File: config.mk
export PLATFORM = sky130hd
export DESIGN_NAME = rpa_ram
export DESIGN_NICKNAME = d
export VERILOG_FILES = /design/src/hdl/region_page_allocator_top_defines.svh /design/src/hdl/rpa_ram.sv
export SDC_FILE = /design/constraint.sdc
export NUM_CORES = 1
export LEC_CHECK = 0
export ABC_AREA = 1
export BUFFER_PORTS_ARGS = -buffer_cell sky130_fd_sc_hd__buf_2
export CAP_MARGIN = 20
export CORE_MARGIN = 3
export CORE_UTILIZATION = 60
export DETAILED_ROUTE_END_ITERATION = 7
export PLACE_DENSITY = 0.78
export SLEW_MARGIN = 20
export SYNTH_ARGS = -nofsm -noshare
export SYNTH_HDL_FRONTEND = slang
export SYNTH_SLANG_ARGS = --single-unit
File: constraint.sdc
create_clock -name clk_i -period 1.82 [get_ports clk_i]
set_input_delay 0.455 -clock clk_i [delete_from_list [all_inputs] [get_ports clk_i]]
set_output_delay 0.455 -clock clk_i [all_outputs]
set_load 0.01 [all_outputs]
File: src/hdl/region_page_allocator_top_defines.svh
// Assertion macros for the region page allocator.
// Used by the top level; relies on clk_i and rst_ni being in scope.
`ifndef REGION_PAGE_ALLOCATOR_TOP_DEFINES_SVH
`define REGION_PAGE_ALLOCATOR_TOP_DEFINES_SVH
`ifndef SYNTHESIS
// Property checked at every clock edge outside reset.
`define RPA_ASSERT(lbl, prop) \
  lbl: assert property (@(posedge clk_i) disable iff (!rst_ni) (prop)) \
    else $error("region page allocator assertion failed");
// Condition in one cycle forces a consequence in the next cycle.
`define RPA_ASSERT_NEXT(lbl, cond, cons) \
  lbl: assert property (@(posedge clk_i) disable iff (!rst_ni) (cond) |=> (cons)) \
    else $error("region page allocator assertion failed");
`else
`define RPA_ASSERT(lbl, prop)
`define RPA_ASSERT_NEXT(lbl, cond, cons)
`endif
`endif

File: src/hdl/rpa_ram.sv
// Generic single-write, single-read synchronous RAM with registered read data.
// No dependencies.
`timescale 1ns / 1ps

module rpa_ram #(
  parameter int WIDTH = 8,
  parameter int DEPTH = 16
) (
  input  logic                             clk_i,
  input  logic                             we_i,
  input  logic [$clog2(DEPTH)-1:0]         waddr_i,
  input  logic [WIDTH-1:0]                 wdata_i,
  input  logic [$clog2(DEPTH)-1:0]         raddr_i,
  output logic [WIDTH-1:0]                 rdata_o
);

  logic [WIDTH-1:0] mem_q [DEPTH];
  logic [WIDTH-1:0] rdata_q;

  always_ff @(posedge clk_i) begin
    if (we_i) begin
      mem_q[waddr_i] <= wdata_i;
    end
    rdata_q <= mem_q[raddr_i];
  end

  assign rdata_o = rdata_q;

endmodule

; ---- After elaboration in Yosys (flattened, before gate mapping)
; Memory sizes are Yosys's and may differ from the RTL's. A register that Yosys moved wholly into a read port is not among the register bits.
; Cells that the tools add are included.
[word_totals]
input_bits = 18
ff_bits = 0
mem_bits_rw = 128
n_memories = 1
[op_classes]
mux = 2
[memory_table]
columns = name, depth, word_bits, rd, rd_clocked_by_memory_dff, wr, line
row1 = mem_q, 16, 8, 1, 1, 1, rpa_ram.sv:17  ; logic [WIDTH-1:0] mem_q [DEPTH];
[op_table]
columns = cell, n
row1 = two-way mux 1 bit, 2

; ---- Depth between registers and ports, before layout
; Gate-level depths: netlist (run 1).
[depth]
depth_word = 2
depth_mapped = 8

; ---- Least setup slack after synthesis (run 1)
; No wires, ideal clock.
[synth_timing]
path_kind = input to register
start = input port waddr_i[2]
end = memory mem_q[10][0] (enable)
path_slack_ns = 0.414
t_arrival_ns = 1.036
path_stages = 2
setup_ns = 0.370
path_buffers = 0
cell_sequence = nand3b_1 nor2_1
[synth_rtl]
columns = element, line
row1 = start: declaration, rpa_ram.sv:11  ; input logic [$clog2(DEPTH)-1:0] waddr_i,
row2 = end: declaration, rpa_ram.sv:17
; No word-level cell before the write port.

; ---- Final worst setup path (run 1)
[layout_timing]
start = register rdata_q[0], in the netlist rdata_o[0], read port of mem_q
end = output port rdata_o[0]
[layout_rtl]
columns = element, line
row1 = start: declaration, rpa_ram.sv:18  ; logic [WIDTH-1:0] rdata_q;
row2 = end: declaration, rpa_ram.sv:14  ; output logic [WIDTH-1:0] rdata_o
; No word-level cell between the ends.

==> flow_metrics.env, run 1 <==
export IMPL_synth_area_sq_um=5770
export IMPL_use_met1_pct=31.4
export IMPL_grt_overflow_total=0
export IMPL_postCtsSetupRepairBufs=0
export IMPL_end_kind="primary output"
export IMPL_slew_headroom_pct=61.6
export IMPL_cts_tree="done"
export IMPL_core_rowCount=35
export IMPL_multiInputGateArea_sq_um=1210
export IMPL_r2r_start="mem_q[14][7]"
export IMPL_cp_max_fo=1
export IMPL_drc=0
export IMPL_maxCapViolations=0
export IMPL_setup_violations=0
export IMPL_track_usage_pct=25.0
export IMPL_syn_to_final_growth_pct=16.6
export IMPL_busiest_layer="met2"
export IMPL_holdCritStartpoint="raddr_i[3]"
export IMPL_core_area_sq_um=9280
export IMPL_drt_iter0_markers=322
export IMPL_drive_gt1_share_pct=13.1
export IMPL_ys_ff_latch=136
export IMPL_async_flop_share_pct=0
export IMPL_fin_crit_ps=1490
export IMPL_die_height_microns=104
export IMPL_wl_per_cell_microns=17.4
export IMPL_synth_top_cell_by_area="edfxtp_1"
export IMPL_clk_pin_slew_ps=60
export IMPL_r2r_slack_ps=800
export IMPL_critPathRequiredTime_ps=1360
export IMPL_htree_levels=4
export IMPL_drv_slew=0
export IMPL_initial_core_util_pct=62.1
export IMPL_synthTopCellsByCount="nand2_1 (173), edfxtp_1 (128), inv_1 (100)"
export IMPL_grt_max_degree=65
export IMPL_finClkSkew_ps=7.66
export IMPL_fmax_mhz=672
export IMPL_die_w_microns=104
export IMPL_crit_path_max_incr_delay_ps=360
export IMPL_globalplace_congestion=0.831
export IMPL_clockRootBuffer="clkbuf_8"
export IMPL_hold_violations=0
export IMPL_use_met3_pct=6.21
export IMPL_cts_resized_gates=0
export IMPL_fin_crit_sh_pct=81.8
export IMPL_arrival_ps=1030
export IMPL_cts_hold_buf=0
export IMPL_cp_top_family="flip-flops"
export IMPL_cts_made_buffers=17
export IMPL_whs_ps=295
export IMPL_cp_startpoint="rdata_o[0]"
export IMPL_worstSetupPathType="flop to primary output"
export IMPL_grtUsageMet2_pct=40.8
export IMPL_num_vias=3913
export IMPL_cts_sinks=136
export IMPL_antenna_left=0
export IMPL_dp_hpwl_mm=7.65
export IMPL_grt_pass1_wl_mm=20.1
export IMPL_clock_path_buffers=2
export IMPL_dieArea_sq_um=10800
export IMPL_via_per_inst=5.33
export IMPL_synth_top_area_share_pct=66.7
export IMPL_synth_main_ff_cell="edfxtp_1"
export IMPL_grt_pass1_vias=3836
export IMPL_drt_wl_total_mm=12.8
export IMPL_yosys_cell_types_count=12
export IMPL_syn_nets=569
export IMPL_path_cells="buf_2"
export IMPL_clock_latency_ps=530
export IMPL_ir_worst_vdd_mv=0.726
export IMPL_yosysSeqAreaShare_pct=69.4
export IMPL_antenna_found_initial=0
export IMPL_antenna_cells=0
export IMPL_p_leak_nw=2.95
export IMPL_postSynthAreaPerCell_sq_um=10.5
export IMPL_status="complete, no violations"
export IMPL_ff_latch_area_sq_um=4000
export IMPL_synth_edff_count=128
export IMPL_slowest_stage="dfxtp_1"
export IMPL_startpoint_type="flop"
export IMPL_portBuffers=25
export IMPL_tns_ps=0
export IMPL_ioPinCount=26
export IMPL_layout_nets=610
export IMPL_hold_class="input pin to flop"
export IMPL_synthTopCellsByArea="edfxtp_1 (67%), nand2_1 (11%), nand3_1 (8.4%)"
export IMPL_grt_setup_unrepaired="no"
export IMPL_worst_slew_pin_slew_ps=576
export IMPL_drt_pass1_iterations=5
export IMPL_critPathBufInv=1
export IMPL_yosys_warnings=0
export IMPL_nFillCells=658
export IMPL_powerDensity_nw_per_um2=1130
export IMPL_synth_most_common_cell="nand2_1"
export IMPL_syn_inst=551
[where the power goes]
group	total [mW]	switching [mW]	leakage, nW	internal, mW
Sequential	3.53	0.0241	1.22	3.50
Combinational	0.433	0.302	1.42	0.130
Clock	3.67	1.29	0.306	2.38
Total	7.63	1.62	2.95	6.01
[final cells by class]
class | count | area share (%)
Clock buffer | 18 | 6.22
Clock inverter | 14 | 3.31
Inverter | 102 | 5.70
Multi-Input combinational cell | 289 | 18.1
Sequential cell | 136 | 59.6
Tap cell | 129 | 2.40
Timing Repair Buffer | 46 | 4.76
[worst paths after layout]
kind | cells after the start | endpoint
min | 3 | rdata_o[2]
max reg2reg | 6 | rdata_o[7]
min reg2reg | 6 | rdata_o[3]
max | 1 | rdata_o[0]
[flip-flops by register name (all words and copies together) (netlist names)]
name,cells
mem_q,128
rdata_o,8
[through the flow]
stage,utilization (%),instance area [sq um],instances,setup WS [ps],power (mW)
after CTS,72.4,6720,734,308,7.66
after global placement,65.5,6080,702,288,4.00
final,72.4,6720,734,331,7.63
after global routing,72.4,6720,734,295,7.87
after floorplan,-,5770,551,414,3.84
after detailed placement,65.5,6080,702,257,4.02
[metal layers]
| metal | routed length (microns) | vias to the layer above |
|---|---|---|
| met4 | 414 | 0 |
| met2 | 6240 | 177 |
| met3 | 909 | 35 |
| met1 | 5210 | 1840 |
| li1 | - | 1861 |
| met5 | 0 | - |
[placed cells by master (no fill, tap or decap)]
cell	n
nor2_1	17
buf_2	25
dfxtp_1	8
clkbuf_16	16
inv_2	2
nand2_1	173
clkinv_2	1
clkbuf_8	1
edfxtp_1	128
clkinvlp_4	2
clkinv_4	4
clkbuf_1	1
buf_12	3
inv_1	100
buf_4	18
inv_6	2
nand3b_1	2
bufinv_16	5
nand3_1	97
[cell families after synthesis]
kind of cell  after synthesis  synth area share, %
buf+inv                   126                 9.52
flops                     136                 69.4
simple gates              289                 21.0
Power figures use the tool's default switching activity.
==> run 2, diff against run 1 <==
Settings changed: ABC_AREA 1 to 0, CORE_UTILIZATION 60 to 54, PLACE_DENSITY 0.78 to 0.74.
Clock period 1.82 ns to 1.25 ns, I/O delays scaled along.
==> run 2 against run 1 <==
Against the previous run:
- the run now ends with negative setup slack left
- sequential power grew 46%
- sequential share of layout area grew 2.9 points
- synthesized cell count is 58% lower
- sequential cell count did not move
- clock skew increased by 5.5 ps
- register-to-register slack worse by 830 ps
==> flow_metrics.env, run 2 <==
export IMPL_startpoint_type="flop"
export IMPL_antenna_left=0
export IMPL_hold_path_end="mem_q[10][5]"
export IMPL_grt_overflow_total=0
export IMPL_grt_pass1_wl_mm=15.9
export IMPL_r2r_start="mem_q[11][5]"
export IMPL_synthTopCellsByCount="edfxtp_1 (128), mux4_2 (18), a22oi_1 (16)"
export IMPL_hold_violations=0
export IMPL_synth_top_cell_by_area="edfxtp_1"
export IMPL_synth_area_sq_um=5150
export IMPL_worst_slew_pin_slew_ps=945
export IMPL_drive_gt1_share_pct=48.4
export IMPL_rr_endpoint="rdata_o[5]"
export IMPL_dieArea_sq_um=10700
export IMPL_synth_main_ff_cell="edfxtp_1"
export IMPL_async_flop_share_pct=0
export IMPL_fin_crit_sh_pct=103
export IMPL_dpl_instance_area_sq_um=5760
export IMPL_maxCapViolations=0
export IMPL_powerDensity_nw_per_um2=1640
export IMPL_ioPinCount=26
export IMPL_core_rowCount=34
export IMPL_synth_edff_count=128
export IMPL_die_height_microns=104
export IMPL_p_leak_nw=2.16
export IMPL_holdCritStartpoint="wdata_i[5]"
export IMPL_fin_crit_ps=1280
export IMPL_slowest_stage="mux4_2"
export IMPL_worstSetupPathType="flop to flop"
export IMPL_syn_nets=247
export IMPL_synth_top_area_share_pct=74.7
export IMPL_drc=0
export IMPL_r2r_slack_ps=-30
export IMPL_layout_commonest_cell="edfxtp_1"
export IMPL_end_kind="flop"
export IMPL_via_per_inst=5.74
export IMPL_largest_reg_flops=128
export IMPL_hold_class="input pin to flop"
export IMPL_violations="negative setup slack"
export IMPL_fmax_mhz=778
export IMPL_clock_path_buffers=2
export IMPL_grt_setup_unrepaired="yes"
export IMPL_slew_headroom_pct=36.8
export IMPL_yosys_warnings=0
export IMPL_syn_to_final_growth_pct=24.7
export IMPL_clock_latency_ps=520
export IMPL_setup_slack_ps=-34.5
export IMPL_drv_slew=0
export IMPL_dp_hpwl_mm=6.31
export IMPL_setup_violations=10
export IMPL_ys_ff_latch=136
export IMPL_yosys_cell_types_count=19
export IMPL_clk_pin_slew_ps=70
export IMPL_design_area_sq_um=6420
export IMPL_htree_levels=4
export IMPL_critPathBufInv=0
export IMPL_grt_pass1_vias=2676
export IMPL_syn_inst=229
export IMPL_antenna_found_initial=0
export IMPL_layout_nets=315
export IMPL_portBuffers=25
export IMPL_wl_per_cell_microns=22.9
export IMPL_cts_made_buffers=17
export IMPL_cp_top_family="multiplexers"
export IMPL_drt_iter0_markers=200
export IMPL_drt_wl_total_mm=10.0
export IMPL_grt_max_degree=20
export IMPL_whs_ps=177
export IMPL_ff2ff_path_depth=3
export IMPL_arrival_ps=1680
export IMPL_nFillCells=520
export IMPL_synth_most_common_cell="edfxtp_1"
export IMPL_num_vias=2503
export IMPL_path_cells="mux4_2, a22oi_2, nand2_1"
export IMPL_layout_common_cells="edfxtp_1 (128), mux4_2 (32), buf_4 (22), buf_2 (20), clkbuf_16 (16)"
export IMPL_cts_sinks=136
export IMPL_postCtsSetupRepairBufs=0
export IMPL_track_usage_pct=20.2
export IMPL_regMostFlops="mem_q"
export IMPL_finClkSkew_ps=13.2
export IMPL_antenna_cells=0
export IMPL_critPathRequiredTime_ps=1640
export IMPL_core_area_sq_um=8980
export IMPL_cts_tree="done"
export IMPL_ir_worst_vdd_mv=1.45
export IMPL_postSynthAreaPerCell_sq_um=22.5
export IMPL_drt_pass1_iterations=4
export IMPL_initial_core_util_pct=57.3
export IMPL_whs_path_depth=1
export IMPL_crit_path_max_incr_delay_ps=520
export IMPL_final_core_util_pct=71.5
export IMPL_die_w_microns=104
export IMPL_clockRootBuffer="clkbuf_8"
export IMPL_status="complete, but fails checks"
export IMPL_cp_max_fo=1
export IMPL_globalplace_congestion=0.739
export IMPL_synthTopCellsByArea="edfxtp_1 (75%), mux4_2 (7.9%), mux4_1 (7.1%)"
export IMPL_yosysSeqAreaShare_pct=77.8
-- run 2: changes by cell type after synthesis, sizes merged, moves of 16 or more --
cell	delta
a22oi	+16
buf	-17
inv	-102
mux4	+32
nand2	-164
nand3	-96
-- run 2: final cells by class --
cell class	instances	area (sq um)	area share, %
Sequential cell	136	4010	62.5
Multi-Input combinational cell	83	1110	17.3
Timing Repair Buffer	59	562	8.75
Clock buffer	17	414	6.45
Clock inverter	15	165	2.57
Tap cell	126	158	2.46
-- run 2: worst max path at each step --
stage,from,endpoint,slack [ps],depth (start not counted)
6_report,mem_q[11][5],rdata_o[5],-30,3
5_1_grt,mem_q[3][3],rdata_o[3],-90,3
4_1_cts,rdata_o[5],rdata_o[5],-50,1
3_5_place_dp,raddr_i[0],rdata_o[0],-470,5
3_3_place_gp,raddr_i[0],rdata_o[0],-450,5
2_1_floorplan,waddr_i[2],mem_q[0][0],-170,2
-- run 2: power by group --
part,switching (mW),internal (mW)
clock network,1.93,2.88
registers,0.0372,5.10
logic,0.308,0.286
total,2.27,8.27
-- run 2: metal layers --
metal / global-route usage, % / vias to the layer above / part of all wire (%)
met2: 31.8 / 94 / 51
met3: 5.35 / 12 / 6.5
met1: 27.9 / 1299 / 41
met4: 6.46 / 0 / 1.5
li1: - / 1098 / -
met5: 0 / - / 0
-- run 2: what timing repair did --
action,in CTS,in global routing
gates resized for setup,14,5
endpoints found under the setup margin,14,16
cloned,0,0
hold buffers,0,0
pin swaps,5,2
-- run 2: logic make-up (layout without fill, tap and decap cells) --
logic type             after synthesis  count (layout)  synth area share (%)
AOI/OAI and AO/OA                   16              16                  2.33
buffers and inverters               10              91                  1.68
DFF                                136             136                  77.8
muxes                               32              32                  15.0
and+or+nand+nor                     35              35                  3.18
-- run 2: stage by stage --
step	instances	worst slack [ps]	setup TNS, ps	power, mW
after global routing	436	-90.3	-740	10.9
after floorplan	229	-166	-4890	5.52
after global placement	404	-454	-23690	5.76
final	436	-34.5	-175	10.5
after detailed placement	404	-467	-26530	5.78
after CTS	436	-49.7	-387	10.6
