## config.mk

```make
export PLATFORM = sky130hd
export DESIGN_NAME = rpa_ctrl_flat
export DESIGN_NICKNAME = d
export VERILOG_FILES = /design/src/hdl/region_page_allocator_top_defines.svh /design/src/hdl/rpa_pkg.sv /design/src/hdl/rpa_if.sv /design/src/hdl/rpa_ctrl.sv /design/src/flat_wrapper.sv
export SDC_FILE = /design/constraint.sdc
export NUM_CORES = 1
export LEC_CHECK = 0
export ABC_AREA = 1
export BUFFER_PORTS_ARGS = -buffer_cell sky130_fd_sc_hd__buf_2
export CORE_MARGIN = 2
export CORE_UTILIZATION = 43
export CTS_BUF_LIST = sky130_fd_sc_hd__clkbuf_2
export CTS_CLUSTER_SIZE = 25
export DETAILED_ROUTE_END_ITERATION = 8
export GPL_ROUTABILITY_DRIVEN = 0
export PLACE_DENSITY = 0.72
export SYNTH_ARGS = -nofsm -noshare
export SYNTH_HDL_FRONTEND = slang
export SYNTH_SLANG_ARGS = --single-unit
```

## constraint.sdc

```tcl
create_clock -name clk_i -period 6.65 [get_ports clk_i]
set_input_delay 1.33 -clock clk_i [delete_from_list [all_inputs] [get_ports clk_i]]
set_output_delay 1.33 -clock clk_i [all_outputs]
set_load 0.01 [all_outputs]
```

## src/hdl/region_page_allocator_top_defines.svh

```systemverilog
// Assertion macros for the region page allocator.
// Used by the top level; relies on clk_i and rst_ni being in scope.
`ifndef REGION_PAGE_ALLOCATOR_TOP_DEFINES_SVH
`define REGION_PAGE_ALLOCATOR_TOP_DEFINES_SVH
`ifndef SYNTHESIS
// Property checked at every clock edge outside reset.
`define RPA_ASSERT(lbl, prop) \
  lbl: assert property (@(posedge clk_i) disable iff (!rst_ni) (prop)) \
    else $error("region page allocator assertion failed");
// Condition in one cycle forces a consequence in the next cycle.
`define RPA_ASSERT_NEXT(lbl, cond, cons) \
  lbl: assert property (@(posedge clk_i) disable iff (!rst_ni) (cond) |=> (cons)) \
    else $error("region page allocator assertion failed");
`else
`define RPA_ASSERT(lbl, prop)
`define RPA_ASSERT_NEXT(lbl, cond, cons)
`endif
`endif

```

## src/hdl/rpa_pkg.sv

```systemverilog
// Shared types and constants of the region page allocator.
// No dependencies.
`timescale 1ns / 1ps

package rpa_pkg;

  localparam int FUNC_W   = 3;
  localparam int REGION_W = 6;
  localparam int COUNT_W  = 8;
  localparam int STATUS_W = 3;
  localparam int PAGE_W   = 10;
  localparam int OFFSET_W = 8;

  typedef enum logic [FUNC_W-1:0] {
    FN_PUSH      = 3'd0,
    FN_POP       = 3'd1,
    FN_ALLOC     = 3'd2,
    FN_RESET     = 3'd3,
    FN_POP_UNTIL = 3'd4
  } func_e;

  typedef enum logic [STATUS_W-1:0] {
    ST_OK      = 3'd0,
    ST_NO_PAGE = 3'd1,
    ST_FULL    = 3'd2,
    ST_BAD     = 3'd3,
    ST_LARGE   = 3'd4
  } status_e;

  typedef struct packed {
    status_e             status;
    logic [REGION_W-1:0] region_handle;
    logic [PAGE_W-1:0]   page;
    logic [OFFSET_W-1:0] word_offset;
  } res_t;

endpackage

```

## src/hdl/rpa_if.sv

```systemverilog
// Valid/ready channel interfaces for request and result words.
// Depends on rpa_pkg.
`timescale 1ns / 1ps

interface rpa_in_if import rpa_pkg::*; ();
  logic                valid;
  logic                ready;
  logic [FUNC_W-1:0]   func;
  logic [REGION_W-1:0] region;
  logic [COUNT_W-1:0]  word_count;

  modport source (output valid, func, region, word_count, input ready);
  modport sink   (input valid, func, region, word_count, output ready);
endinterface


```

## src/hdl/rpa_ctrl.sv

```systemverilog
// Operation sequencer: reads, modifies and writes back the page link memory
// and the region memory. Depends on rpa_pkg and rpa_in_if.
`timescale 1ns / 1ps

module rpa_ctrl import rpa_pkg::*; #(
  parameter int NUM_PAGES   = 1024,
  parameter int PAGE_WORDS  = 254,
  parameter int MAX_REGIONS = 64
) (
  input  logic                              clk_i,
  input  logic                              rst_ni,
  rpa_in_if.sink                            in_i,
  output logic                              res_valid_o,
  input  logic                              res_ready_i,
  output res_t                              res_o,
  output logic                              pn_we_o,
  output logic [$clog2(NUM_PAGES)-1:0]      pn_waddr_o,
  output logic [$clog2(NUM_PAGES+1)-1:0]    pn_wdata_o,
  output logic [$clog2(NUM_PAGES)-1:0]      pn_raddr_o,
  input  logic [$clog2(NUM_PAGES+1)-1:0]    pn_rdata_i,
  output logic                              rg_we_o,
  output logic [$clog2(MAX_REGIONS)-1:0]    rg_waddr_o,
  output logic [2*$clog2(NUM_PAGES)+$clog2(PAGE_WORDS+1)-1:0] rg_wdata_o,
  output logic [$clog2(MAX_REGIONS)-1:0]    rg_raddr_o,
  input  logic [2*$clog2(NUM_PAGES)+$clog2(PAGE_WORDS+1)-1:0] rg_rdata_i
);

  localparam int PB   = $clog2(NUM_PAGES);
  localparam int NB   = $clog2(NUM_PAGES + 1);
  localparam int RB   = $clog2(MAX_REGIONS);
  localparam int CB   = $clog2(MAX_REGIONS + 1);
  localparam int OB   = $clog2(PAGE_WORDS + 1);
  localparam int SW   = ((OB > COUNT_W) ? OB : COUNT_W) + 1;
  localparam int CMPW = (CB > REGION_W) ? CB : REGION_W;
  localparam logic [NB-1:0] NULL_PG  = NB'(NUM_PAGES);
  localparam logic [SW-1:0] PW_LIMIT = SW'(PAGE_WORDS);
  localparam logic [CB-1:0] CNT_MAX  = CB'(MAX_REGIONS);

  typedef enum logic [3:0] {
    S_IDLE, S_DISPATCH, S_PUSH, S_POP, S_AL_RD, S_AL_TAKE, S_AL_LINK,
    S_RS_RD, S_RS_NX, S_RS_CUT, S_DONE
  } state_e;

  state_e               state_q, state_d;
  logic [FUNC_W-1:0]    func_q, func_d;
  logic [REGION_W-1:0]  reg_q, reg_d;
  logic [COUNT_W-1:0]   n_q, n_d;
  logic [NB-1:0]        fh_q, fh_d;
  logic [NB-1:0]        hw_q, hw_d;
  logic [CB-1:0]        cnt_q, cnt_d;
  logic [PB-1:0]        first_q, first_d;
  logic [PB-1:0]        last_q, last_d;
  logic [PB-1:0]        np_q, np_d;
  logic [PB-1:0]        pn_ra_q;
  res_t                 res_q, res_d;

  logic [NB-1:0]        pn_next;
  logic [PB-1:0]        rd_first, rd_last;
  logic [OB-1:0]        rd_off;
  logic [SW-1:0]        sum;
  logic                 r_valid;
  logic [RB-1:0]        top_idx;

  // Pages at or above the fill mark were never written and still hold
  // their reset link to the following page.
  assign pn_next = (NB'(pn_ra_q) >= hw_q) ? (NB'(pn_ra_q) + NB'(1)) : pn_rdata_i;

  assign rd_first = rg_rdata_i[2*PB+OB-1 -: PB];
  assign rd_last  = rg_rdata_i[PB+OB-1 -: PB];
  assign rd_off   = rg_rdata_i[OB-1:0];
  assign sum      = SW'(rd_off) + SW'(n_q);
  assign r_valid  = CMPW'(reg_q) < CMPW'(cnt_q);
  assign top_idx  = RB'(cnt_q - CB'(1));

  assign in_i.ready  = (state_q == S_IDLE);
  assign res_valid_o = (state_q == S_DONE);
  assign res_o       = res_q;

  always_comb begin
    state_d = state_q;
    func_d  = func_q;
    reg_d   = reg_q;
    n_d     = n_q;
    fh_d    = fh_q;
    hw_d    = hw_q;
    cnt_d   = cnt_q;
    first_d = first_q;
    last_d  = last_q;
    np_d    = np_q;
    res_d   = res_q;
    pn_we_o    = 1'b0;
    pn_waddr_o = '0;
    pn_wdata_o = '0;
    pn_raddr_o = fh_q[PB-1:0];
    rg_we_o    = 1'b0;
    rg_waddr_o = RB'(reg_q);
    rg_wdata_o = '0;
    rg_raddr_o = RB'(reg_q);

    unique case (state_q)
      S_IDLE: begin
        if (in_i.valid) begin
          func_d  = in_i.func;
          reg_d   = in_i.region;
          n_d     = in_i.word_count;
          state_d = S_DISPATCH;
        end
      end
      S_DISPATCH: begin
        res_d   = '0;
        state_d = S_DONE;
        unique case (func_q)
          FN_PUSH: begin
            if (cnt_q == CNT_MAX) begin
              res_d.status = ST_FULL;
            end else if (fh_q == NULL_PG) begin
              res_d.status = ST_NO_PAGE;
            end else begin
              state_d = S_PUSH;
            end
          end
          FN_POP: begin
            if (cnt_q == '0) begin
              res_d.status = ST_BAD;
            end else begin
              rg_raddr_o = top_idx;
              state_d    = S_POP;
            end
          end
          FN_ALLOC: begin
            if (!r_valid) begin
              res_d.status = ST_BAD;
            end else if (SW'(n_q) > PW_LIMIT) begin
              res_d.status = ST_LARGE;
            end else begin
              state_d = S_AL_RD;
            end
          end
          FN_RESET: begin
            if (!r_valid) begin
              res_d.status = ST_BAD;
            end else begin
              state_d = S_RS_RD;
            end
          end
          FN_POP_UNTIL: begin
            if (r_valid) begin
              rg_raddr_o = top_idx;
              state_d    = S_POP;
            end
          end
          default: begin
            res_d.status = ST_BAD;
          end
        endcase
      end
      S_PUSH: begin
        fh_d       = pn_next;
        pn_we_o    = 1'b1;
        pn_waddr_o = fh_q[PB-1:0];
        pn_wdata_o = NULL_PG;
        if (fh_q == hw_q) begin
          hw_d = hw_q + NB'(1);
        end
        rg_we_o    = 1'b1;
        rg_waddr_o = RB'(cnt_q);
        rg_wdata_o = {fh_q[PB-1:0], fh_q[PB-1:0], OB'(0)};
        res_d.region_handle = REGION_W'(cnt_q);
        cnt_d   = cnt_q + CB'(1);
        state_d = S_DONE;
      end
      S_POP: begin
        // Splice the whole chain of the top region in front of the free list.
        pn_we_o    = 1'b1;
        pn_waddr_o = rd_last;
        pn_wdata_o = fh_q;
        fh_d       = NB'(rd_first);
        cnt_d      = cnt_q - CB'(1);
        if (func_q == FN_POP_UNTIL && CMPW'(cnt_d) > CMPW'(reg_q)) begin
          rg_raddr_o = RB'(cnt_q - CB'(2));
        end else begin
          state_d = S_DONE;
        end
      end
      S_AL_RD: begin
        first_d = rd_first;
        last_d  = rd_last;
        state_d = S_DONE;
        if (sum > PW_LIMIT) begin
          if (fh_q == NULL_PG) begin
            res_d.status = ST_NO_PAGE;
          end else begin
            state_d = S_AL_TAKE;
          end
        end else begin
          rg_we_o    = 1'b1;
          rg_wdata_o = {rd_first, rd_last, OB'(sum)};
          res_d.page        = PAGE_W'(rd_last);
          res_d.word_offset = OFFSET_W'(rd_off);
        end
      end
      S_AL_TAKE: begin
        fh_d       = pn_next;
        np_d       = fh_q[PB-1:0];
        pn_we_o    = 1'b1;
        pn_waddr_o = fh_q[PB-1:0];
        pn_wdata_o = NULL_PG;
        if (fh_q == hw_q) begin
          hw_d = hw_q + NB'(1);
        end
        state_d = S_AL_LINK;
      end
      S_AL_LINK: begin
        pn_we_o    = 1'b1;
        pn_waddr_o = last_q;
        pn_wdata_o = NB'(np_q);
        rg_we_o    = 1'b1;
        rg_wdata_o = {first_q, np_q, OB'(n_q)};
        res_d.page = PAGE_W'(np_q);
        state_d    = S_DONE;
      end
      S_RS_RD: begin
        first_d    = rd_first;
        last_d     = rd_last;
        pn_raddr_o = rd_first;
        state_d    = S_RS_NX;
      end
      S_RS_NX: begin
        rg_we_o    = 1'b1;
        rg_wdata_o = {first_q, first_q, OB'(0)};
        state_d    = S_DONE;
        if (pn_next != NULL_PG) begin
          pn_we_o    = 1'b1;
          pn_waddr_o = last_q;
          pn_wdata_o = fh_q;
          fh_d       = pn_next;
          state_d    = S_RS_CUT;
        end
      end
      S_RS_CUT: begin
        pn_we_o    = 1'b1;
        pn_waddr_o = first_q;
        pn_wdata_o = NULL_PG;
        state_d    = S_DONE;
      end
      S_DONE: begin
        if (res_ready_i) begin
          state_d = S_IDLE;
        end
      end
      default: begin
        state_d = S_IDLE;
      end
    endcase
  end

  always_ff @(posedge clk_i or negedge rst_ni) begin
    if (!rst_ni) begin
      state_q <= S_IDLE;
      fh_q    <= '0;
      hw_q    <= '0;
      cnt_q   <= '0;
    end else begin
      state_q <= state_d;
      fh_q    <= fh_d;
      hw_q    <= hw_d;
      cnt_q   <= cnt_d;
    end
  end

  always_ff @(posedge clk_i) begin
    func_q  <= func_d;
    reg_q   <= reg_d;
    n_q     <= n_d;
    first_q <= first_d;
    last_q  <= last_d;
    np_q    <= np_d;
    res_q   <= res_d;
    pn_ra_q <= pn_raddr_o;
  end

endmodule

```

## src/flat_wrapper.sv

```systemverilog
// flat-port wrapper written by rule: the top's interface ports become plain ports
module rpa_ctrl_flat import rpa_pkg::*;
#(
  parameter int NUM_PAGES   = 1024,
  parameter int PAGE_WORDS  = 254,
  parameter int MAX_REGIONS = 64
)
  (clk_i, rst_ni, res_valid_o, res_ready_i, res_o, pn_we_o, pn_waddr_o, pn_wdata_o, pn_raddr_o, pn_rdata_i, rg_we_o, rg_waddr_o, rg_wdata_o, rg_raddr_o, rg_rdata_i, in_i_valid, in_i_func, in_i_region, in_i_word_count, in_i_ready);
  rpa_in_if in_i_i ();
  input  logic clk_i;
  input  logic rst_ni;
  output logic res_valid_o;
  input  logic res_ready_i;
  output res_t res_o;
  output logic pn_we_o;
  output logic [$clog2(NUM_PAGES)-1:0] pn_waddr_o;
  output logic [$clog2(NUM_PAGES+1)-1:0] pn_wdata_o;
  output logic [$clog2(NUM_PAGES)-1:0] pn_raddr_o;
  input  logic [$clog2(NUM_PAGES+1)-1:0] pn_rdata_i;
  output logic rg_we_o;
  output logic [$clog2(MAX_REGIONS)-1:0] rg_waddr_o;
  output logic [2*$clog2(NUM_PAGES)+$clog2(PAGE_WORDS+1)-1:0] rg_wdata_o;
  output logic [$clog2(MAX_REGIONS)-1:0] rg_raddr_o;
  input  logic [2*$clog2(NUM_PAGES)+$clog2(PAGE_WORDS+1)-1:0] rg_rdata_i;
  input wire logic [$bits(in_i_i.valid)-1:0] in_i_valid;
  input wire logic [$bits(in_i_i.func)-1:0] in_i_func;
  input wire logic [$bits(in_i_i.region)-1:0] in_i_region;
  input wire logic [$bits(in_i_i.word_count)-1:0] in_i_word_count;
  output wire logic [$bits(in_i_i.ready)-1:0] in_i_ready;
  assign in_i_i.valid = in_i_valid;
  assign in_i_i.func = in_i_func;
  assign in_i_i.region = in_i_region;
  assign in_i_i.word_count = in_i_word_count;
  assign in_i_ready = in_i_i.ready;
  rpa_ctrl #(.NUM_PAGES(NUM_PAGES), .PAGE_WORDS(PAGE_WORDS), .MAX_REGIONS(MAX_REGIONS)) u_core (.clk_i(clk_i), .rst_ni(rst_ni), .in_i(in_i_i), .res_valid_o(res_valid_o), .res_ready_i(res_ready_i), .res_o(res_o), .pn_we_o(pn_we_o), .pn_waddr_o(pn_waddr_o), .pn_wdata_o(pn_wdata_o), .pn_raddr_o(pn_raddr_o), .pn_rdata_i(pn_rdata_i), .rg_we_o(rg_we_o), .rg_waddr_o(rg_waddr_o), .rg_wdata_o(rg_wdata_o), .rg_raddr_o(rg_raddr_o), .rg_rdata_i(rg_rdata_i));
endmodule
```

# Yosys cells after proc, flatten, opt, wreduce, memory -nomap -nowiden
# Index checks and enable logic that the tools add are counted.
[classes]
addsub = 6
n_lt_le_gt_ge = 5
n_eq_ne = 25
muxes = 50
reduce_logical = 22
[op_table]
columns = ["cell", "n"]
rows = [
  ["$pmux W28 S4", 1],
  ["$pmux W10 S5", 1],
  ["$mux W4", 12],
  ["$pmux W11 S4", 1],
  ["$pmux W4 S9", 1],
  ["$pmux W6 S2", 3],
  ["$mux W11", 3],
  ["$pmux W11 S3", 1],
  ["$pmux W10 S3", 1],
  ["$mux W28", 1],
  ["$mux W6", 4],
  ["$mux W10", 2],
  ["$pmux W4 S5", 1],
  ["$mux W18", 1],
  ["$eq A4 B3 Y1 const B", 4],
  ["$pmux W8 S2", 1],
  ["$mux W3", 5],
  ["$pmux W3 S5", 1],
  ["$pmux W7 S2", 1],
  ["$eq A4 B4 Y1 const B", 3],
  ["$add A10 B1 Y11 const B", 1],
  ["$add A11 B1 Y11 const B", 1],
  ["$eq A11 B11 Y1", 1],
  ["$eq A11 B11 Y1 const B", 1],
  ["33 further kinds", 56],
]
[word_totals]
register_bits = 117
input_bits = 60
output_inout_bits = 102
word_cells = 123

# Logic depth before layout (Yosys ltp)
# Gate-level depths: netlist of the first run.
[logic_depth]
depth_word = 5
mapped_depth = 20
ltp_nobuf = 18

# Least setup slack after synthesis of the first run
# No wires, ideal clock.
[synth_path]
path_kind = "in2out"
startpoint = "input port rg_rdata_i[0]"
endpoint = "output port rg_wdata_o[2]"
arrival_time_ns = 3.049
t_required_ns = 5.320
path_slack_ns = 2.271
cell_stages = 13
path_buffers = 1
path_cell_list = "ha_1 -> inv_1 -> fa_1 -> inv_1 -> nand3_1 -> nand3b_1 -> nand2_1 -> nand3b_1 -> nor2_1 -> nand2_1 -> nand3_1 -> clkbuf_1 -> o21ai_0"
[synth_between]
elab_chain_cells = 4
[synth_lines]
columns = ["item", "line_no", "text"]
rows = [
  ["start, declared", "flat_wrapper.sv:24", "input logic [2*$clog2(NUM_PAGES)+$clog2(PAGE_WORDS+1)-1:0] rg_rdata_i;"],
  ["$add A8 B8 Y9 (*)", "rpa_ctrl.sv:71", "assign sum = SW'(rd_off) + SW'(n_q);"],
  ["$gt A9 B8 Y1", "rpa_ctrl.sv:189", "if (sum > PW_LIMIT) begin"],
  ["$mux W28 (*)", "rpa_ctrl.sv:189", ""],
  ["$pmux W28 S4 (*)", "rpa_ctrl.sv:100", "unique case (state_q)"],
  ["end, declared", "flat_wrapper.sv:22", "output logic [2*$clog2(NUM_PAGES)+$clog2(PAGE_WORDS+1)-1:0] rg_wdata_o;"],
]
# Mark *: on every way between the ends. The rest lies on a longest branch, timed or not.

# Worst setup path after layout of the first run
[layout_path]
startpoint = "input port rg_rdata_i[0]"
endpoint = "output port rg_wdata_o[3]"
# Same word-level chain as after synthesis.

==> impl_metrics.toml, run 1 <==
[timing]
rsz0062_at_grt = "no"
fmax_mhz = 181
relSlewSlack = 0.248
finalHoldViolCount = 0
tns_ns = 0
worst_slew_pin_slew_ns = 1.12
period_needed_ns = 5.53
maxSlewViolCount = 0
fin_ws_ns = 1.12
hold_slack_ns = 0.546
min_period_over_period = 0.831
skew_ns = 0.0315
setup_viol = 0

[power]
p_leak_nw = 4.41
power.density_nw_per_um2 = 409
vdd_drop_max_uv = 127

[finish]
nNetsFinal = 1240
final_area_um2 = 8830
final_layout_size_suffix_gt1_frac = 0.185
multi_input_area_um2 = 3710
fillers = 1694
final-seq-area_um2 = 3250
area_delta_synth_final_pct = 16.4

[clock_network]
cts_inserted_buffers = 17
root_buffer = "clkbuf_2"
clk_latency_ns = 0.74
hold_buffers = 0
clkSlewWorstSetupHoldPaths_ns = 0.21
cts_setup_buffers = 0
cts_sinks = 117
cts_tree = "done"
post_cts_resized = 0
clockBufferDepth = 2
h-tree-depth = 4

[die]
initial_core_util = 0.439
core_area_um2 = 17300
rows = 48
dieArea_um2 = 18700
die_h_um = 137
die_width_um = 137
ios = 162

[logic_synthesis]
yosysTopAreaCellShare = 0.293
synth-seq-cells = 117
ys_warn_count = 0
synth_cell_types = 46
synth.net_count = 1081
synth_commonest_cells = "nand2_1, inv_1, nor2_1"
synth_most_common_cell = "nand2_1"
synth_area_leaders = "edfxtp_1, nand2_1, dfrtp_1, inv_1, ha_1"
ys_seq_area_frac = 0.428
synth_area_um2 = 7590
synthArstFlopShare = 0.282
syn_inst = 982
synthFlopType = "edfxtp_1"
synth_edf_count = 74
avgSynthCellArea_um2 = 7.73
synth_area_leader_cell = "edfxtp_1"

[grt]
grt_overflow = 0
grt_pass1_wl_um = 34500
grt_start_max_net_pins = 34
grt.total_usage = 0.242
antenna_found_initial = 1
grt_pass1_vias = 6785

[min_path]
hold_path_class = "reg2reg"
holdPathStages = 1

[outcome]
status = "finished, final reports clean"

[detailed_routing]
remaining_drc_errors = 0
routed-via-count = 7323
drtAntennaViolNets = 0
vias_per_cell = 5.30
postRouteWirelength_um = 22000
wire_per_inst_um = 16.0
drtIter0Drc = 660
first_pass_iters = 5

[worst_setup_path]
crit_slowest_cell = "clkinv_1"
cp_slowest_stage_delay_ns = 0.59
path_depth = 15
critPathTopFamily = "buffers and inverters"
start_kind = "primary input"
cp_data_required_time_ns = 5.32
endpoint_kind = "output port"
worstPathMaxFanout = 13
critPathArrivalTime_ns = 4.20
rr_worst_depth = 12
crit_type = "in2out"
path_buf_inv = 5
path_cells = "buf_2, ha_1, inv_1, fa_1, inv_1, nand3_1, nand3b_1, nand2_1, nand3b_1, nor2_1, nand2_1, nand3_1, clkinv_1, a22o_1, buf_2"

[placement]
hpwl_um = 17000
portBuffers = 161
dp_slack_ns = 1.15
place_area_um2 = 8590

[flow_run]
maxCapViolations = 0
==> final cells by class <==
| cell class | instances | share of cell area |
|---|---|---|
| tap | 225 | 0.0319 |
| timing repair buffer | 165 | 0.0947 |
| antenna | 2 | 0.000567 |
| multi-input combinational | 701 | 0.420 |
| clock buffer | 18 | 0.0102 |
| inverter | 139 | 0.0591 |
| sequential | 117 | 0.368 |
| clock inverter | 14 | 0.0159 |
==> worst paths after layout <==
kind / from / to / slack (ns)
setup reg to reg: u_core.n_q[0] / u_core.res_o[13] / 3.51
setup / recovery: rg_rdata_i[0] / rg_wdata_o[3] / 1.12
max in group asynchronous: rst_ni / u_core.cnt_q[2] / 5.47
hold / removal: u_core.hw_q[6] / u_core.hw_q[6] / 0.55
min in group asynchronous: rst_ni / u_core.hw_q[2] / 0.65
hold reg to reg: u_core.hw_q[6] / u_core.hw_q[6] / 0.55
==> flip-flops by register name (all words and copies together) (netlist names) <==
register	count
u_core.cnt_q	7
u_core.res_o	27
u_core.fh_q	11
u_core.np_q	10
u_core.pn_ra_q	10
u_core.last_q	10
u_core.n_q	8
u_core.state_q	4
u_core.first_q	10
u_core.reg_q	6
u_core.hw_q	11
u_core.func_q	3
==> placed cells by master, fill, tap and decap left out, drive strengths merged, types with 2 or more instances in the layout <==
cell type and count:
nand3 69, xor2 27, dfxtp 10, clkinv 5, nand4 17, o21ai 54, edfxtp 74, nand3b 4
mux2 2, o22ai 17, o211ai 11, o31ai 2, nor3 10, clkinvlp 3, nor4 3, xnor2 6
diode 2, nand2 283, o21bai 9, o2111ai 12, o221ai 2, clkbuf 18, nor2 90, a21oi 35
dfrtp 33, inv 144, ha 38, buf 165
==> power breakdown <==
| part | total [W] | switching, W | internal [W] |
|---|---|---|---|
| combinational | 0.00197 | 0.00130 | 0.000665 |
| sequential | 0.00118 | 0.000197 | 0.000984 |
| clock | 0.000467 | 0.000319 | 0.000148 |
| total | 0.00362 | 0.00182 | 0.00180 |
==> metrics by stage <==
step                cells   util  total power [W]
finish               1381  0.510          0.00362
global route         1381  0.510          0.00392
CTS                  1379  0.510          0.00361
detailed placement   1347  0.497          0.00314
global placement     1347  0.497          0.00312
floorplan             982      -          0.00248
==> per-layer routing <==
layer | GRT usage | routed length, um
met5 | 0 | 0
met3 | 0.0533 | 1820
met2 | 0.379 | 10100
met4 | 0.0739 | 300
met1 | 0.336 | 9810
==> logic make-up after synthesis <==
logic type      Yosys count  share of synthesized area
flops                   117                      0.428
buf+inv                 164                     0.0839
compound gates          147                      0.117
xor+xnor                 33                     0.0381
simple gates            480                      0.265
mux                       2                    0.00297
fa+ha+maj                39                     0.0653
No activity file was read; power rests on OpenSTA's default activity.
==> run 2, diff against run 1 <==
==> constraint.sdc (replaced) <==
create_clock -name clk_i -period 5.8 [get_ports clk_i]
set_input_delay 1.16 -clock clk_i [delete_from_list [all_inputs] [get_ports clk_i]]
set_output_delay 1.16 -clock clk_i [all_outputs]
set_load 0.01 [all_outputs]
==> run 2 against run 1 <==
Against the previous run: die area unchanged; critical path depth increased by 1; worst hold slack got worse by 0.043 ns; worst setup slack got worse by 0.66 ns; flip-flop and latch count unchanged; sequential power increased by 15%; wire length increased by 1.7%; largest cell class unchanged.
==> impl_metrics.toml, run 2 (synthesis gave the netlist of run 1 again) <==
[power]
intPower_w = 0.00218
p_comb_frac = 0.533
finalPower_w = 0.00424
seq_power_share = 0.321
vdd_drop_max_uv = 155
power.density_nw_per_um2 = 477
p_sw_frac = 0.487
p_leak_nw = 4.43
p_sw_w = 0.00206
clockPowerShare = 0.147

[placement]
hpwl_um = 17200
portBuffers = 161

[detailed_routing]
routed-via-count = 7394
wire_per_inst_um = 16.2
remaining_drc_errors = 0
drtAntennaViolNets = 0
vias_per_cell = 5.35
postRouteWirelength_um = 22400
first_pass_iters = 7
drtIter0Drc = 706

[die]
dieArea_um2 = 18700
rows = 48
core_area_um2 = 17300
initial_core_util = 0.439
ios = 162
die_width_um = 137
die_h_um = 137

[finish]
largest_reg_flops = 27
layout_commonest_cell = "nand2_1"
fillers = 1666
final_layout_size_suffix_gt1_frac = 0.185
mostFrequentLayoutCells = "nand2_1, buf_2, inv_1, nor2_1, edfxtp_1"
area_delta_synth_final_pct = 17.1
nNetsFinal = 1241

[clock_network]
clkSlewWorstSetupHoldPaths_ns = 0.19
cts_tree = "done"
h-tree-depth = 4
cts_setup_buffers = 0
clockBufferDepth = 2
hold_buffers = 0
post_cts_resized = 0
clk_latency_ns = 0.73
cts_inserted_buffers = 17
root_buffer = "clkbuf_2"
cts_sinks = 117

[grt]
grt_overflow = 0
grt_pass1_wl_um = 34700
grt.total_usage = 0.243
antenna_found_initial = 1
grt_start_max_net_pins = 34
grt_pass1_vias = 6753

[timing]
min_period_over_period = 0.921
fmax_mhz = 187
maxSlewViolCount = 0
skew_ns = 0.0229
relSlewSlack = 0.241
rsz0062_at_grt = "no"
setup_viol = 0
finalHoldViolCount = 0
period_needed_ns = 5.34
tns_ns = 0
worst_slew_pin_slew_ns = 1.13

[worst_setup_path]
endpoint_kind = "output port"
crit_type = "reg2out"
cp_data_required_time_ns = 4.64
critPathArrivalTime_ns = 4.18
start_kind = "register"
worstPathMaxFanout = 9

[min_path]
hold_path_class = "in2async"

[outcome]
status = "finished, final reports clean"

[flow_run]
maxCapViolations = 0
==> run 2: cell count changes in the layout (fill, tap and decap cells not counted) <==
cell	before	now
clkinv_4	1	0
clkbuf_2	18	19
clkinv_2	0	3
inv_6	9	1
clkinvlp_4	3	5
bufinv_16	1	4
buf_4	4	5
==> run 2: per-layer routing <==
metal	vias up	track usage	share of wire
met4	0	0.0836	0.019
met1	3428	0.325	0.43
met3	32	0.0741	0.10
met2	344	0.377	0.45
li1	3590	-	-
met5	-	0	0
==> run 2: cell type report <==
cell class / instances / area [um2] / share of cell area
diodes: 2 / 5.00 / 0.000563
clock buffers: 19 / 95.1 / 0.0107
clock inverters: 13 / 181 / 0.0204
inverters: 139 / 522 / 0.0587
multi-input cells: 701 / 3710 / 0.417
flip-flops and latches: 117 / 3250 / 0.366
well taps: 225 / 282 / 0.0317
repair buffers: 166 / 843 / 0.0949
==> run 2: path summary, 6_finish.rpt <==
path                                      start                end  slack, ns  cells after the start
worst min register to register   u_core.hw_q[7]     u_core.hw_q[7]       0.55                      1
max in group asynchronous                rst_ni  u_core.state_q[1]       4.76                      1
worst max-delay path            u_core.cnt_q[1]      rg_raddr_o[3]       0.46                     16
worst min-delay path                     rst_ni     u_core.hw_q[5]       0.50                      1
min in group clk_i               u_core.hw_q[7]     u_core.hw_q[7]       0.55                      1
worst max register to register  u_core.cnt_q[1]  u_core.state_q[1]       2.66                     15
==> run 2: metrics by stage <==
step,instance area [um2],hold slack (ns),util,setup slack (ns),instances
5_1_grt,8880,0.472,0.514,0.208,1382
6_report,8880,0.503,0.514,0.460,1382
4_1_cts,8880,0.472,0.513,0.501,1380
2_1_floorplan,7590,0.483,-,1.76,982
3_5_place_dp,8600,0.533,0.497,1.13,1348
3_3_place_gp,8600,0.504,0.497,1.14,1348
==> run 2: power by group through the flow <==
stage	clock, W	combinational [W]	sequential (W)
4_1_cts	0.000631	0.00225	0.00135
6_report	0.000622	0.00226	0.00136
3_3_place_gp	0	0.00220	0.00137
5_1_grt	0.000672	0.00253	0.00139
2_1_floorplan	0	0.00153	0.00132
3_5_place_dp	0	0.00224	0.00137
==> run 2: worst max-delay path, cell delays in order (launching register included) <==
cell     delay (ns)
dfrtp_1        0.46
inv_1          0.27
ha_1           0.25
nand2_1        0.08
nor2_1         0.17
nand2_1        0.09
xor2_1         0.27
ha_1           0.30
and3_1         0.18
nor3b_1        0.14
o21ai_0        0.30
nand2_1        0.29
inv_1          0.19
nand2_1        0.07
o21ai_0        0.14
nand3_1        0.10
buf_2          0.15
